===== config.mk =====
export PLATFORM = sky130hd
export DESIGN_NAME = swie_delay
export DESIGN_NICKNAME = d
export VERILOG_FILES = /design/src/swie_pkg.sv /design/src/swie_delay.sv
export SDC_FILE = /design/constraint.sdc
export NUM_CORES = 1
export LEC_CHECK = 0
export BUFFER_PORTS_ARGS = -buffer_cell sky130_fd_sc_hd__buf_2
export CORE_UTILIZATION = 35
export CTS_CLUSTER_DIAMETER = 150
export CTS_CLUSTER_SIZE = 16
export DETAILED_ROUTE_END_ITERATION = 16
export PLACE_DENSITY_LB_ADDON = 0.3
export SYNTH_ARGS = -nofsm -noshare
export SYNTH_HDL_FRONTEND = slang
export SYNTH_SLANG_ARGS = --single-unit

===== constraint.sdc =====
create_clock -name i_clk -period 1.55 [get_ports i_clk]
set_input_delay 0.155 -clock i_clk [delete_from_list [all_inputs] [get_ports i_clk]]
set_output_delay 0.155 -clock i_clk [all_outputs]
set_load 0.01 [all_outputs]

===== src/swie_pkg.sv =====
package swie_pkg;

    // stage counts of the arithmetic units
    localparam int DIV_STAGES  = 63;  // one setup stage plus one quotient bit per stage
    localparam int SQRT_STAGES = 31;  // one root bit per stage
    localparam int SIDE_DELAY  = DIV_STAGES + SQRT_STAGES;
    localparam int SPEED_DELAY = DIV_STAGES;
    localparam int PIPE_DEPTH  = 2 + SIDE_DELAY + 1;

    localparam logic [30:0] GRAVITY_RESET     = 31'd642908;
    localparam logic [30:0] DEPTH_FLOOR_RESET = 31'd66;
    localparam logic [30:0] Q31_MAX           = 31'h7fff_ffff;

    typedef enum logic [7:0] {
        REG_GRAVITY     = 8'd0,
        REG_DEPTH_FLOOR = 8'd1
    } t_cfg_reg;

    // per item values that ride alongside the long arithmetic units
    typedef struct packed {
        logic signed [31:0] u_left;
        logic signed [31:0] u_right;
        logic signed [31:0] u_center;
        logic [2:0]         depth_ok;
        logic               center_neg;
        logic               center_big;
    } t_side;

endpackage


===== src/swie_delay.sv =====
module swie_delay
    import swie_pkg::*;
#(
    parameter int W = 8,
    parameter int D = 4
) (
    input  logic         i_clk,
    input  logic         i_en,
    input  logic [W-1:0] i_data,
    output logic [W-1:0] o_data
);

    logic [W-1:0] r_pipe [D];

    always_ff @(posedge i_clk) begin
        if (i_en) begin
            r_pipe[0] <= i_data;
            for (int k = 1; k < D; k++) begin
                r_pipe[k] <= r_pipe[k-1];
            end
        end
    end

    assign o_data = r_pipe[D-1];

endmodule


After elaboration in Yosys (flattened, before gate mapping) --
Memories as Yosys holds them, arrays and structs flattened. Index checks and enable logic that the tools add are counted.
Cells by class: muxes and demuxes 2
Operators with widths (count):
- 2-to-1 mux 1 bit | 2
Storage, ports and cells: flip-flop bits (word level) 0, RAM bits 32, input bits 10, output and inout port bits 8, word-level logic and storage cells 3, memories 1
Memories:
- r_pipe | depth 4, width 8, rd ports 4, clocked after Yosys merged registers in 0, wr ports 4, line swie_delay.sv:13 | logic [W-1:0] r_pipe [D];

Logic depth before layout (Yosys ltp) --
depth after elaboration 2, gate-level depth with buffers 0, mapped depth without buffers 0

Least setup slack after synthesis --
OpenSTA, ideal clock, no wires.
kind register -> register, start point memory r_pipe[0][0], end point memory r_pipe[1][0], data pin, setup time 266 ps, data arrival time 323 ps, required time 1284 ps, path slack 961 ps, cell stages (with the launch flop) 1, path buffers 0, clock period less this slack 589 ps, path through edfxtp_1
RTL lines (line):
- start, declared | swie_delay.sv:13

==> summary.md <==
| Metric | Value |
|---|---|
| Initial antenna violation count | `0` |
| Post-DR wirelength/cell | `10.8 microns` |
| Die Area | `0.00296 sq mm` |
| Grt ovf | `0` |
| PwrDens | `1250 mW/mm^2` |
| Flops & latches, synth | `32` |
| Type of the worst min-delay path | `in2reg` |
| Lkg Pwr | `0.437 nW` |
| IO Count | `18` |
| R2R cell count | `0` |
| Largest Register | `r_pipe` |
| Port bufs | `17` |
| Peak supply drop | `0.683 mV` |
| Hold Path Stages | `1` |
| # rows | `18` |
| CP peak stage delay | `0.37 ns` |
| Synth top cells by count | `32 x edfxtp_1` |
| Synth cell types | `1` |
| DRC Markers | `0` |
| Achievable frequency | `1030 MHz` |
| Clock transition at path regs | `0.08 ns` |
| Worst skew pair latency | `0.31 ns` |
| Internal power | `0.00122 W` |
| Critical Path Fanout Max | `1` |
| FFs w/ async S/R, synth | `0` |
| Crit-path cells | `buf_2` |
| Vias/cell | `4.23` |
| Drt first pass iters | `3` |
| Max Cap Viol | `0` |
| Post-synthesis cell count | `32` |
| Vias post-DR | `398` |
| Top Registers | `r_pipe: 32 flops` |
| Power share of the sequential group | `0.688` |
| Crit path arrival time | `0.82 ns` |
| GRT Resource Usage Total | `0.0842` |
| Post-Layout Cell Count | `94` |
| Vias in the first global route | `397` |
| Switch share | `0.186` |
| Initial core utilization | `0.378` |
| Final core utilization | `0.471` |
| First-pass GRT wire length | `1480 microns` |
| Synth warn | `0` |
| RR Endpoint | `r_pipe[2][7]` |
| Hold Vio Cnt, Final | `0` |
| WL final | `1020 microns` |
| Htree depth | `2` |
| R2R Setup Slk | `0.92 ns` |
| Sequential area share after synthesis | `1.00` |
| Hold Crit Start | `i_data[3]` |
| RR Startpoint | `r_pipe[1][7]` |
| Outcome | `complete, no violations` |
| Multi-In Gates | `0` |
| Ant diodes | `0` |
| Period minus WS final | `0.975 ns` |
| CTS tree | `done` |
| Most frequent cell after synthesis | `edfxtp_1` |
| Slew Viols, Final | `0` |
| Final setup TNS | `0 ns` |
| Slew HR | `0.747` |
| Crit path max-delay family | `flip-flops` |
| EDFF count, synth | `32` |
| Setup CP Type | `reg2out` |
| Post-CTS Setup Repair Bufs | `0` |
| Core Region | `0.00254 sq mm` |
| P_sw | `0.000278 W` |
| Maximum number of pins on one net before global-route repair | `33` |
| Clock sink count | `32` |
| Buf/Inv on CP | `1` |
| Syn avg cell area | `30.0 sq um` |
| Startpoint types | `register` |
| Crit-path slowest cell | `edfxtp_1` |
| P&R area growth vs syn | `24.9%` |
| Worst Max-Slew Pin Slew | `0.379 ns` |
| Clk root buf | `clkbuf_4` |
| Unrepaired setup endpoints after global routing | `false` |
| Worst setup EP type | `output pin` |
| Share of the synthesized area in the top cell type | `1.00` |
| Die W | `54.4 microns` |
| Post-synth top area cell | `edfxtp_1` |
| Placed Cells | `80` |
| Top_reg_cell synth | `edfxtp_1` |
| Chip height | `54.4 microns` |
| WHS Endpoint | `r_pipe[0][3]` |
| Cell area after synthesis | `961 sq um` |
| Final cycle utilization of the critical path | `0.629` |
| Layout cells sized above 1 | `0.359` |
| Clock power frac | `0.275` |
| Multi-input gate area in the final layout | `0 sq um` |
| Logic pwr share | `0.037` |
| Final #Nets | `73` |
| Skew final | `0.00145 ns` |
| Largest register FFs | `32` |
| Initial drt markers | `10` |
| CTS Buffer Depth | `2` |
| RePlAce Congestion | `0.586` |
| Worst path required time | `1.39 ns` |
| Final setup violation count | `0` |
| Area contributors post-synth | `edfxtp_1 100%` |
| Syn nets | `42` |
| Post-DRT Antenna Nets | `0` |
| TritonCTS buffer count | `5` |
==> power by group through the flow <==
stage	sequential, W	combinational (W)	clock, W
6_report	0.00103	0.0000552	0.000411
5_1_grt	0.00104	0.0000611	0.000472
4_1_cts	0.00103	0.0000500	0.000435
3_5_place_dp	0.00105	0.0000442	0
3_3_place_gp	0.00105	0.0000428	0
2_1_floorplan	0.00105	0	0
==> worst max path at each step <==
stage                       startpoint      endpoint  slack [ns]  cells after the start
after floorplan           r_pipe[0][0]  r_pipe[1][0]        0.96                      0
after global placement            i_en  r_pipe[3][2]        0.64                      2
after detailed placement          i_en  r_pipe[3][6]        0.61                      2
after CTS                 r_pipe[3][2]     o_data[2]        0.55                      1
after global routing      r_pipe[3][4]     o_data[4]        0.50                      1
final                     r_pipe[3][1]     o_data[1]        0.57                      1
==> through the flow <==
stage	power [W]	hold WS [ns]	area (sq um)	setup slack [ns]
global placement	0.00109	0.331	1090	0.638
finish	0.00150	0.0210	1200	0.575
CTS	0.00152	0.000646	1170	0.547
floorplan	0.00105	0.254	961	0.961
detailed placement	0.00110	0.333	1090	0.611
global route	0.00157	0.00211	1200	0.501
==> final cells by class <==
type / count / area [sq um]
fillers: 230 / 1350
flip-flops and latches: 32 / 961
repair buffers: 24 / 153
clock buffers: 7 / 45.0
well taps: 30 / 37.5
clock inverters: 1 / 3.75
==> per-layer routing <==
metal / share of wire / vias to the layer above / global-route usage
li1: - / 192 / -
met5: 0 / - / 0
met1: 0.39 / 181 / 0.0647
met4: 0.025 / 0 / 0.103
met3: 0.072 / 4 / 0.0500
met2: 0.51 / 21 / 0.130
==> cells by family (layout without fill, tap and decap cells) <==
kind of cell | count (synthesis) | after routing | share of synthesized area
buffers and inverters | 0 | 32 | 0
DFF | 32 | 32 | 1.00
==> cells in the final DEF (no fill, tap or decap) <==
cell / synthesis / final
clkbuf_1: 0 / 2
buf_4: 0 / 1
edfxtp_1: 32 / 32
clkinv_1: 0 / 1
dlygate4sd3_1: 0 / 6
buf_2: 0 / 17
clkbuf_4: 0 / 5
==> repair_timing <==
action                    4_1_cts  5_1_grt
hold endpoints to repair        3        3
resized for setup               0        0
hold buffers                    3        3
Power figures use the tool's default switching activity.
