<file path="src/swie_pkg.sv">
package swie_pkg;

    // stage counts of the arithmetic units
    localparam int DIV_STAGES  = 63;  // one setup stage plus one quotient bit per stage
    localparam int SQRT_STAGES = 31;  // one root bit per stage
    localparam int SIDE_DELAY  = DIV_STAGES + SQRT_STAGES;
    localparam int SPEED_DELAY = DIV_STAGES;
    localparam int PIPE_DEPTH  = 2 + SIDE_DELAY + 1;

    localparam logic [30:0] GRAVITY_RESET     = 31'd642908;
    localparam logic [30:0] DEPTH_FLOOR_RESET = 31'd66;
    localparam logic [30:0] Q31_MAX           = 31'h7fff_ffff;

    typedef enum logic [7:0] {
        REG_GRAVITY     = 8'd0,
        REG_DEPTH_FLOOR = 8'd1
    } t_cfg_reg;

    // per item values that ride alongside the long arithmetic units
    typedef struct packed {
        logic signed [31:0] u_left;
        logic signed [31:0] u_right;
        logic signed [31:0] u_center;
        logic [2:0]         depth_ok;
        logic               center_neg;
        logic               center_big;
    } t_side;

endpackage

</file>
<file path="src/swie_isqrt.sv">
module swie_isqrt
    import swie_pkg::*;
(
    input  logic        i_clk,
    input  logic        i_en,
    input  logic [61:0] i_x,
    output logic [30:0] o_root
);

    logic [32:0] r_rem  [SQRT_STAGES];
    logic [30:0] r_root [SQRT_STAGES];
    logic [61:0] r_w    [SQRT_STAGES];

    for (genvar k = 0; k < SQRT_STAGES; k++) begin : g_step
        logic [32:0] p_rem;
        logic [30:0] p_root;
        logic [61:0] p_w;
        logic [32:0] cur;
        logic [32:0] trial;
        logic        ge;

        if (k == 0) begin : g_first
            assign p_rem  = '0;
            assign p_root = '0;
            assign p_w    = i_x;
        end else begin : g_next
            assign p_rem  = r_rem[k-1];
            assign p_root = r_root[k-1];
            assign p_w    = r_w[k-1];
        end

        // bring down the next two bits and try root*4+1
        assign cur   = {p_rem[30:0], p_w[61:60]};
        assign trial = {p_root, 2'b01};
        assign ge    = cur >= trial;

        always_ff @(posedge i_clk) begin
            if (i_en) begin
                r_rem[k]  <= ge ? (cur - trial) : cur;
                r_root[k] <= {p_root[29:0], ge};
                r_w[k]    <= {p_w[59:0], 2'b00};
            end
        end
    end

    assign o_root = r_root[SQRT_STAGES-1];

endmodule

</file>
<file path="config.mk">
export PLATFORM = sky130hd
export DESIGN_NAME = swie_isqrt
export DESIGN_NICKNAME = d
export VERILOG_FILES = /design/src/swie_pkg.sv /design/src/swie_isqrt.sv
export SDC_FILE = /design/constraint.sdc
export NUM_CORES = 2
export LEC_CHECK = 0
export ABC_AREA = 1
export BUFFER_PORTS_ARGS = -buffer_cell sky130_fd_sc_hd__buf_2
export CAP_MARGIN = 20
export CORE_UTILIZATION = 60
export CTS_BUF_LIST = sky130_fd_sc_hd__clkbuf_4
export CTS_CLUSTER_DIAMETER = 30
export DETAILED_ROUTE_END_ITERATION = 6
export GPL_ROUTABILITY_DRIVEN = 1
export PLACE_DENSITY = 0.76
export SYNTH_ARGS = -nofsm -noshare
export SYNTH_HDL_FRONTEND = slang
export SYNTH_SLANG_ARGS = --single-unit
</file>
<file path="constraint.sdc">
create_clock -name i_clk -period 3.3 [get_ports i_clk]
set_clock_uncertainty 0.2 [all_clocks]
set_input_delay 0 -clock i_clk [delete_from_list [all_inputs] [get_ports i_clk]]
set_output_delay 0 -clock i_clk [all_outputs]
set_load 0.01 [all_outputs]
</file>
# Word level (Yosys, flattened, before mapping)
# Memories as Yosys holds them, arrays and structs flattened.
# Cells that the tools add are included.
dict set report totals {
  ram_bits 3844
  output_inout_bits 31
  mem_bits_ro 0
  memories 3
  latch_bits 0
  ff_bits 0
}
# memory depth word_bits read_ports rd_clocked_by_memory_dff write_ports line_no
set memory_table {}
lappend memory_table {r_w 31 60 30 0 31 swie_isqrt.sv:12} ;# logic [61:0] r_w [SQRT_STAGES];
lappend memory_table {r_rem 31 33 30 0 31 swie_isqrt.sv:10} ;# logic [32:0] r_rem [SQRT_STAGES];
lappend memory_table {r_root 31 31 31 0 31 swie_isqrt.sv:11} ;# logic [30:0] r_root [SQRT_STAGES];
dict set report op_classes {
  muxes 33
  n_div 0
  n_bitwise 0
  n_shift 0
  n_reduce_logical 0
  magnitude_cmp 31
  mul 0
  n_eq_ne 0
  n_addsub 31
}
# op count
set ops {}
lappend ops {{$mux W33} 31}
lappend ops {{$ge A33 B33 Y1} 30}
lappend ops {{$sub A33 B33 Y33} 30}
lappend ops {{$sub A2 B1 Y3 const B} 1}
lappend ops {{$ge A2 B1 Y1 const B} 1}
lappend ops {{$mux W1} 2}

# Logic depth before layout (Yosys ltp)
# An unclocked memory read counts as a cell.
dict set report logic_depth {
  word_depth 3
  depth_mapped 17
}

# Worst setup path before layout
# Ideal clock, no wire load.
dict set report synth_path {
  path_type {reg-to-reg}
  from {memory r_rem[27][6] (netlist: r_rem[13][39])}
  to {memory r_rem[28][10] (netlist: r_rem[14][10]), data pin}
  stages_incl_launch_ff 15
  setup_ns 0.251
  arrival_time_ns 1.847
  required_time_ns 2.849
  path_slack_ns 1.002
  n_path_buf 2
  cell_sequence {edfxtp_1 ha_1 nand2_2 nor2_2 nand2_1 nor2_2 nand2_1 nand3_1 nor2_2 nand2_4 inv_2 buf_6 buf_12 nand2_4 nand2_2}
}
# element line_no
set synth_rtl {}
lappend synth_rtl {{from (decl)} swie_isqrt.sv:10}

==> run metrics <==
status complete, but fails checks; failing checks DRC; final hold slack 0.123 ns; area delta synth->final 11.2%; clk_lat worst skew 1.46 ns; Bufs on Longest Clock Path 4; ys flop type edfxtp_1; Post-Syn Instances approximately 15000; Layout Cells excl Fill between 15000 and 20000; Async SR Flop Fraction 0%; Tot Pwr 86.5 mW; TNS Setup 0 ns; min Tclk post-route 3.14 ns; Vias 99974; Worst-path clk slew approximately 0.080 ns; Peak VDD IR 489 uV; Pleak between 60 and 70 nW; PnR worst setup slack 0.160 ns; Synth warnings 0; chip width 464 microns; Post-Route Utilization 67.1%; TritonCTS buffer count about 630; Critical Path Sink Type register; vias per cell 5.28; Post-CTS Resized 0; Max-cap violations 0; Max Slew Vio Count 0; Syn Nets 15339; RePlAce Congestion 0.991; DRC Markers 19; initial antenna violation count 5; Int Power 57.3 mW; sequential area share after synthesis 54.3%; core area between 200000 and 250000 sq um; drt initial violations 9501; worst slack at placement about 0.28 ns; worst slew pin tran between 0.9 and 1 ns; vias in the first global route 95687; largest net degree at the start of global routing 118; fin nets ~16000; RSZ-0062 raised after global routing false; TritonCTS clock tree yes; number of I/O pins 95; crit-path max FO 33; Final Setup Violations 0; combinational share of power 25.5%; Flop pwr share 45.3%; switching power between 20 and 30 mW; CP Data Required Time 4.21 ns; Cell Area, Placed 132000 sq um; Synth Register Bits 2313; final WL 330 mm; post-route cell area approximately 140000 sq um; placed insts 17658; CP arrival 4.05 ns; Post-Syn Area 128000 sq um; die height about 460 microns; Pwr Density between 600 and 700 nW/um^2; CP startpoint kind register; grt ovf 0; EDFF count, synth between 2000 and 2500; period utilization 95.1%; Distinct cells, synth 62; HP Class reg -> reg; area of the multi-input gates between 40000 and 50000 sq um; DRT antenna net count 0; CP Class reg -> reg; input/output buffers 94; Starting Density 60.4%; wire length per cell roughly 17 microns; root buffer cell clkbuf_4; synthesized area per cell 8.68 sq um; final hold violations 0; first-pass iteration count of the detailed router 7; Layout fillers 17402; clk sinks 2313; sequential standard cell area 69500 sq um; H-Tree Depth 6; Clk network pwr share between 20 and 30%; GR Util All Layers 30.5%; fraction of layout instances using a drive strength above 1 a little under a tenth; Setup Buffers After CTS 0; first-pass GRT wire length 516 mm; sw frac 33.8%; fmax 318 MHz; Slew Limit Headroom 37.3%; number of core rows roughly 170; Hold-fix buffers, CTS ~210; die area 215000 sq um; DP Wirelength approximately 250 mm
-- kinds of logic (layout without fill, tap and decap cells) --
kind of cell,after synthesis,in the layout,share of synthesized area (%)
simple gates,7936,7936,26.1
buf+inv,2710,4068,8.31
flops,2313,2313,54.3
compound gates,911,911,3.78
fa+ha+maj,528,528,5.16
xor+xnor,348,348,2.38
other cells,1,13,0.00293
-- synth_stat cells, drive strengths merged, types with 2 or more instances --
cell,n,share of area [%]
nand2,5103,15
inv,2572,7.5
edfxtp,2313,54
nor2,1176,3.7
nand3,964,3.9
a21oi,555,2.2
ha,528,5.2
o21ai,286,1.1
xor2,265,1.8
nand4,217,1.1
nor3,193,0.78
buf,131,0.74
nand3b,99,0.59
xnor2,83,0.57
and2,61,0.30
or2,56,0.27
o21bai,40,0.23
nor3b,22,0.15
and3,21,0.10
nor4,20,0.11
a21o,7,0.041
clkbuf,7,0.023
o21a,7,0.041
a21boi,5,0.029
o211ai,4,0.023
a211oi,3,0.021
a31oi,3,0.015
nor2b,2,0.0098
-- power groups by stage --
stage,Sequential (mW),Combinational (mW),Clock [mW]
after global placement,39.7,21.2,0
after global routing,39.4,24.9,27.5
after CTS,39.2,21.7,25.9
final,39.2,22.0,25.3
after detailed placement,39.8,21.4,0
after floorplan,38.4,15.6,0
-- worst paths after layout --
kind / to / startpoint / cells past startpoint / slack, ns
worst max-delay path: r_rem[12][19]$_DFFE_PP_ / r_rem[11][39]$_DFFE_PP_ / 11 / 0.16
worst min-delay path: r_w[4][111]$_DFFE_PP_ / r_w[4][49]$_DFFE_PP_ / 0 / 0.12
worst max register to register: r_rem[12][19]$_DFFE_PP_ / r_rem[11][39]$_DFFE_PP_ / 11 / 0.16
worst min register to register: r_w[4][111]$_DFFE_PP_ / r_w[4][49]$_DFFE_PP_ / 0 / 0.12
-- sequential cells by signal (all words and copies together) (netlist names) --
name and cells:
r_rem 887, r_root 496, r_w 930
-- cell usage in the layout (no fill, tap or decap), types with 19 or more instances in the layout --
| master | Yosys | final |
|---|---|---|
| a21oi_1 | 528 | 528 |
| a21oi_2 | 27 | 27 |
| and2_1 | 59 | 59 |
| and3_1 | 21 | 21 |
| buf_12 | 1 | 33 |
| buf_2 | 60 | 93 |
| buf_4 | 44 | 102 |
| bufinv_16 | 0 | 19 |
| clkbuf_4 | 0 | 836 |
| clkinv_1 | 0 | 126 |
| clkinv_2 | 0 | 46 |
| dlygate4sd3_1 | 0 | 208 |
| edfxtp_1 | 2313 | 2313 |
| ha_1 | 528 | 528 |
| inv_1 | 2523 | 2523 |
| inv_2 | 48 | 55 |
| nand2_1 | 5043 | 5043 |
| nand2_2 | 45 | 45 |
| nand3_1 | 927 | 927 |
| nand3_2 | 35 | 35 |
| nand3b_1 | 98 | 98 |
| nand4_1 | 216 | 216 |
| nor2_1 | 1115 | 1114 |
| nor2_2 | 41 | 42 |
| nor2_4 | 19 | 19 |
| nor3_1 | 187 | 187 |
| nor3b_1 | 19 | 19 |
| o21ai_0 | 216 | 216 |
| o21ai_1 | 69 | 69 |
| o21bai_1 | 40 | 40 |
| or2_2 | 47 | 47 |
| xnor2_1 | 83 | 83 |
| xor2_1 | 265 | 265 |
-- layout make-up --
type,count,share of cell area (%)
inverter,2572,6.78
tap,2821,2.48
multi-input combinational,9724,33.7
sequential,2313,48.8
antenna,12,0.0211
timing repair buffer,437,2.81
clock buffer,836,4.41
clock inverter,223,1.07
-- critical path, stage by stage, from the launching register on --
cell and delay, ns:
edfxtp_1 0.41, ha_1 0.38, nand2_1 0.18, nor2_1 0.12, nand2_1 0.08, nor2_1 0.05
nand3_1 0.08, nand2_1 0.09, nor2_4 0.72, nand2_8 0.29, nand3_2 0.14, nand2_1 0.07
-- layer usage --
| layer | share of wire [%] | global-route usage (%) | up-vias |
|---|---|---|---|
| li1 | - | - | 49901 |
| met1 | 43 | 41.3 | 45732 |
| met2 | 47 | 49.9 | 3671 |
| met3 | 6.7 | 4.73 | 668 |
| met4 | 3.3 | 11.1 | 2 |
| met5 | 0.0058 | 0 | - |
Note: power is estimated with default switching activity, not from simulation.
